**src/design/vna_pkg.sv**
```systemverilog
package vna_pkg;

    // field widths
    localparam int IDX_W      = 16;
    localparam int POS_W      = 16;
    localparam int ACC_W      = 24;
    localparam int UNIT_W     = 16;
    localparam int CMD_W      = 2;

    // stream word widths
    localparam int S_DATA_W   = 112;
    localparam int M_DATA_W   = 128;
    localparam int RES_W      = 3 * POS_W + 3 * ACC_W + 1;

    // normal datapath widths
    localparam int EDGE_W     = 17;
    localparam int PROD_W     = 34;
    localparam int CROSS_W    = 35;
    localparam int MAG_W      = 34;
    localparam int NMAG_W     = 30;
    localparam int SQ_W       = 60;
    localparam int ROOT_W     = 63;
    localparam int LEN_W      = 31;
    localparam int NUM_W      = 46;
    localparam int QUO_W      = 15;
    localparam int UNIT_SHIFT = 14;

    localparam int QUEUE_DEPTH = 2;

    localparam logic [CMD_W-1:0] CMD_WRITE = 2'd0;
    localparam logic [CMD_W-1:0] CMD_FACE  = 2'd1;
    localparam logic [CMD_W-1:0] CMD_READ  = 2'd2;

    typedef enum logic [1:0] {
        OP_WRITE,
        OP_FACE,
        OP_READ,
        OP_READ_ZERO
    } op_t;

    typedef struct packed {
        op_t                     op;
        logic [IDX_W-1:0]        vertex_index;
        logic signed [POS_W-1:0] pos_x;
        logic signed [POS_W-1:0] pos_y;
        logic signed [POS_W-1:0] pos_z;
        logic [IDX_W-1:0]        corner_first;
        logic [IDX_W-1:0]        corner_second;
        logic [IDX_W-1:0]        corner_third;
    } item_t;

    // result word, pos_x in the lowest bits
    typedef struct packed {
        logic                    saturated;
        logic signed [ACC_W-1:0] normal_z;
        logic signed [ACC_W-1:0] normal_y;
        logic signed [ACC_W-1:0] normal_x;
        logic signed [POS_W-1:0] pos_z;
        logic signed [POS_W-1:0] pos_y;
        logic signed [POS_W-1:0] pos_x;
    } result_t;

    typedef struct packed {
        logic                     start;
        logic signed [EDGE_W-1:0] e1x;
        logic signed [EDGE_W-1:0] e1y;
        logic signed [EDGE_W-1:0] e1z;
        logic signed [EDGE_W-1:0] e2x;
        logic signed [EDGE_W-1:0] e2y;
        logic signed [EDGE_W-1:0] e2z;
    } norm_req_t;

    typedef struct packed {
        logic                     done;
        logic                     degenerate;
        logic signed [UNIT_W-1:0] ux;
        logic signed [UNIT_W-1:0] uy;
        logic signed [UNIT_W-1:0] uz;
    } norm_res_t;

    typedef enum logic [3:0] {
        N_IDLE,
        N_MUL,
        N_MAG,
        N_MAX,
        N_SHIFT,
        N_SQ,
        N_SQRT,
        N_DIVLD,
        N_DIV,
        N_DONE
    } norm_state_t;

    typedef enum logic [3:0] {
        B_CLEAR,
        B_IDLE,
        B_EXEC,
        B_RD_DATA,
        B_FA,
        B_NORM_GO,
        B_NORM_WAIT,
        B_ACC_RD,
        B_ACC_WR
    } back_state_t;

endpackage

```
**src/design/vna_front.sv**
```systemverilog
module vna_front #(
    parameter int STORE_DEPTH = 65536
) (
    input  logic                          clk,
    input  logic                          rst_n,
    input  logic                          s_tvalid,
    output logic                          s_tready,
    input  logic [vna_pkg::S_DATA_W-1:0]  s_tdata,
    input  logic [vna_pkg::CMD_W-1:0]     s_tuser,
    input  logic                          clearing,
    output logic                          q_valid,
    output vna_pkg::item_t                q_item,
    input  logic                          q_pop
);

    localparam int PTR_W = $clog2(vna_pkg::QUEUE_DEPTH);
    localparam int CNT_W = $clog2(vna_pkg::QUEUE_DEPTH + 1);
    localparam logic [vna_pkg::IDX_W:0] LIMIT = (vna_pkg::IDX_W + 1)'(STORE_DEPTH);

    vna_pkg::item_t    item;
    logic              keep;
    logic              push;
    logic              vi_ok;
    logic              face_ok;

    vna_pkg::item_t    q_mem [vna_pkg::QUEUE_DEPTH];
    logic [PTR_W-1:0]  wr_ptr_reg;
    logic [PTR_W-1:0]  rd_ptr_reg;
    logic [CNT_W-1:0]  count_reg;

    // classify
    always_comb
    begin
        item.vertex_index  = s_tdata[15:0];
        item.pos_x         = s_tdata[31:16];
        item.pos_y         = s_tdata[47:32];
        item.pos_z         = s_tdata[63:48];
        item.corner_first  = s_tdata[79:64];
        item.corner_second = s_tdata[95:80];
        item.corner_third  = s_tdata[111:96];
        vi_ok   = {1'b0, item.vertex_index} < LIMIT;
        face_ok = ({1'b0, item.corner_first} < LIMIT) &&
                  ({1'b0, item.corner_second} < LIMIT) &&
                  ({1'b0, item.corner_third} < LIMIT);
        keep    = 1'b0;
        item.op = vna_pkg::OP_WRITE;
        unique case (s_tuser)
            vna_pkg::CMD_WRITE:
            begin
                item.op = vna_pkg::OP_WRITE;
                keep    = vi_ok;
            end
            vna_pkg::CMD_FACE:
            begin
                item.op = vna_pkg::OP_FACE;
                keep    = face_ok;
            end
            vna_pkg::CMD_READ:
            begin
                item.op = vi_ok ? vna_pkg::OP_READ : vna_pkg::OP_READ_ZERO;
                keep    = 1'b1;
            end
            default:
            begin
                keep = 1'b0;
            end
        endcase
    end

    assign s_tready = !clearing && (count_reg != CNT_W'(vna_pkg::QUEUE_DEPTH));
    assign push     = s_tvalid && s_tready && keep;
    assign q_valid  = count_reg != '0;
    assign q_item   = q_mem[rd_ptr_reg];

    always_ff @(posedge clk)
    begin
        if (push)
        begin
            q_mem[wr_ptr_reg] <= item;
        end
    end

    always_ff @(posedge clk or negedge rst_n)
    begin
        if (!rst_n)
        begin
            wr_ptr_reg <= '0;
            rd_ptr_reg <= '0;
            count_reg  <= '0;
        end
        else
        begin
            if (push)
            begin
                wr_ptr_reg <= wr_ptr_reg + PTR_W'(1);
            end
            if (q_pop)
            begin
                rd_ptr_reg <= rd_ptr_reg + PTR_W'(1);
            end
            if (push && !q_pop)
            begin
                count_reg <= count_reg + CNT_W'(1);
            end
            else if (q_pop && !push)
            begin
                count_reg <= count_reg - CNT_W'(1);
            end
        end
    end

endmodule

```
**config.mk**
```make
export PLATFORM = sky130hd
export DESIGN_NAME = vna_front
export DESIGN_NICKNAME = d
export VERILOG_FILES = /design/src/design/vna_pkg.sv /design/src/design/vna_front.sv
export SDC_FILE = /design/constraint.sdc
export NUM_CORES = 1
export LEC_CHECK = 0
export ABC_AREA = 1
export BUFFER_PORTS_ARGS = -buffer_cell sky130_fd_sc_hd__buf_4
export CORE_MARGIN = 1.5
export CORE_UTILIZATION = 35
export DETAILED_ROUTE_END_ITERATION = 8
export MAX_ROUTING_LAYER = met4
export SETUP_SLACK_MARGIN = 0.3
export SLEW_MARGIN = 25
export SYNTH_ARGS = -nofsm -noshare
export SYNTH_HDL_FRONTEND = slang
export SYNTH_SLANG_ARGS = --single-unit
export TNS_END_PERCENT = 30
```
**constraint.sdc**
```tcl
create_clock -name clk -period 27.2 [get_ports clk]
set_clock_uncertainty 0.15 [all_clocks]
set_input_delay 5.44 -clock clk [delete_from_list [all_inputs] [get_ports clk]]
set_output_delay 5.44 -clock clk [all_outputs]
set_load 0.03 [all_outputs]
```
==> flow_summary_export.csv <==
group,metric,value,unit
route,antenna_left,0,
global_routing,grt_util_met1,16.3,%
layout,layout_common_cells,"buf_4 (239), edfxtp_1 (228), mux2_2 (64)",
clock_network,cts_tree,"yes",
clock_network,cts_setup_buffers,0,
die,die_w,160,µm
setup_path,worst_setup_path_start_kind,"primary input",
global_routing,grtUsageMet3,3.64,%
clock_network,cts.repair.resized,0,
route,vias,4434,
clock_network,cts_inserted_buffers,25,
power,p_leak,4.41,nW
synth,yosys.area.top_type,"edfxtp_1",
clock_network,path_clk_slew,0.05,ns
global_routing,grt-busiest-layer,"met2",
timing,min_period,11.51,ns
placement,gp_congestion,0.748,
route,firstDrtPassIters,4,
power,p_sw_share,31.9,%
setup_path,crit_path_top_delay_cell,"buf_4",
timing,fmax,0.0869,GHz
power,p_int,0.782,mW
global_routing,grt_use_total,13.2,%
setup_path,crit_chain,"buf_4, a21oi_1, buf_4",
global_routing,use_met2,21.4,%
timing,fin_crit_sh,42.3,%
synth,synth_cells,392,
layout,nets,766,
placement,place_ws,15.70,ns
setup_path,crit_arrival,5.92,ns
clock_network,cts_hold_buf,0,
synth,synth_nets,512,
min_path,holdCritPathClass,"reg -> reg",
setup_path,cp.required,21.61,ns
synth,synth.distinct_cells,17,
die,core_area,24300,µm²
global_routing,overflow,0,
clock_network,cts_root_buf,"clkbuf_16",
route,finalWirelength,17000,µm
timing,slew_headroom,35.0,%
die,start_util,35.7,%
global_routing,grt_max_degree,72,
placement,io_buffers,234,
layout,largest_reg_flops,228,
synth,syn_avg_cell_area,22.1,µm²
die,ioPinCount,235,
setup_path,max_stage_delay,0.20,ns
placement,hpwl,11300,µm
die,num_rows,57,
timing,slew_viol_final,0,
synth,yosys.area.top_type_share,78.9,%
status,status,"complete, no violations",
layout,syn2layout_area_growth,32.9,%
synth,ys_ff_latch,232,
layout,drive_gt1_share,58.6,%
layout,diodes,0,
job,max_cap_viol_count,0,
route,wl_per_cell,17.3,µm
clock_network,cts_buffer_depth,3,
route,initialDrtViolationCount,265,
synth,netlist_area,8680,µm²
setup_path,critPathMostFrequentCell,"buf_4",
synth,ys_seq_area_share,80.0,%
global_routing,grt_pass1_vias,4754,
die,dieArea,25800,µm²
global_routing,grt_first_pass_wirelength,25800,µm
layout,final_common_cell,"buf_4",
clock_network,cts.htree.levels,1,
power,vdd_drop_max,0.0616,mV
route,viasPerCell,4.50,
timing,tns,0,ns
timing,setup_violations,0,
clock_network,clk_latency,0.50,ns
timing,worst_slack,15.69,ns
synth,ys_top_cells_by_area,"edfxtp_1 (79%), mux2_4 (8.6%), mux2_2 (8.3%)",
power,clockPowerShare,26.4,%
power,powerDensity,99.5,nW/µm²
timing,worst_pin_slew,0.976,ns
timing,hold_violations,0,
global_routing,antenna_found_initial,0,
setup_path,crit_path_end_kind,"output port",
power,p_switching,0.366,mW
setup_path,crit_type,"in -> out",
setup_path,worst-path-max-fanout,2,
die,dieHeight,160,µm
route,drc,0,
synth,yosysWarnings,0,
timing,rsz0062_at_grt,"false",
power,combPwrFrac,34.1,%
power,seq_power_share,39.6,%
clock_network,clkSinkCount,232,
## stage by stage
stage | utilization [%] | cell area, µm² | hold WS (ns) | power, mW | instances
5_1_grt | 47.4 | 11500 | 0.373 | 1.20 | 986
3_3_place_gp | 44.3 | 10800 | 0.331 | 0.850 | 942
4_1_cts | 47.3 | 11500 | 0.354 | 1.16 | 985
2_1_floorplan | - | 8680 | 0.317 | 0.738 | 392
6_report | 47.4 | 11500 | 0.358 | 1.15 | 986
3_5_place_dp | 44.3 | 10800 | 0.345 | 0.856 | 942
## cell families after synthesis
logic type / Yosys count / share of synthesized area [%]
fa+ha+maj: 1 / 0.144
flops: 232 / 80.0
xor+xnor: 2 / 0.202
buf+inv: 24 / 1.73
simple gates: 17 / 0.807
mux: 114 / 17.0
compound gates: 2 / 0.144
## power by group through the flow
stage / Sequential (mW) / Combinational, mW / Clock (mW)
final: 0.454 / 0.391 / 0.303
after global routing: 0.459 / 0.409 / 0.327
after CTS: 0.465 / 0.385 / 0.313
after detailed placement: 0.472 / 0.384 / 0
after global placement: 0.470 / 0.380 / 0
after floorplan: 0.453 / 0.285 / 0
## per-layer routing
metal | up-vias | wire length, µm
li1 | 2037 | -
met1 | 2180 | 6920
met2 | 188 | 8180
met3 | 29 | 1590
met4 | 0 | 335
met5 | - | 0
## path summary, 6_finish.rpt
| path | from | to | slack [ns] | cells after the start |
|---|---|---|---|---|
| max | clearing | s_tready | 15.69 | 3 |
| min | count_reg[0] | count_reg[0] | 0.36 | 1 |
| max reg2reg | count_reg[0] | q_mem[0][43] | 24.41 | 5 |
| min reg2reg | count_reg[0] | count_reg[0] | 0.36 | 1 |
| max in group asynchronous | rst_n | rd_ptr_reg | 22.20 | 1 |
| min in group asynchronous | rst_n | count_reg[1] | 4.57 | 1 |
## synth_stat cells
| master | instances |
|---|---|
| a21oi_1 | 1 |
| buf_2 | 6 |
| buf_6 | 7 |
| dfrtp_1 | 4 |
| edfxtp_1 | 228 |
| ha_1 | 1 |
| inv_1 | 11 |
| mux2_2 | 64 |
| mux2_4 | 50 |
| nand2_1 | 10 |
| nand3_1 | 2 |
| nand4_1 | 1 |
| nor2_1 | 3 |
| nor3_1 | 1 |
| o21bai_1 | 1 |
| xnor2_1 | 1 |
| xor2_1 | 1 |
## final cells by class
class | instances | area [µm²]
fillers | 2093 | 12800
repair buffers | 240 | 1810
inverters | 11 | 43.8
clock inverters | 13 | 87.6
multi-input cells | 136 | 1590
clock buffers | 30 | 644
well taps | 324 | 405
flip-flops and latches | 232 | 6950
## worst max-delay path, delay by kind of cell
family / cells / cell delay, ns
AO/OA/AOI/OAI: 1 / 0.17
buffers and inverters: 2 / 0.31
(Power assumes the default switching activity.)
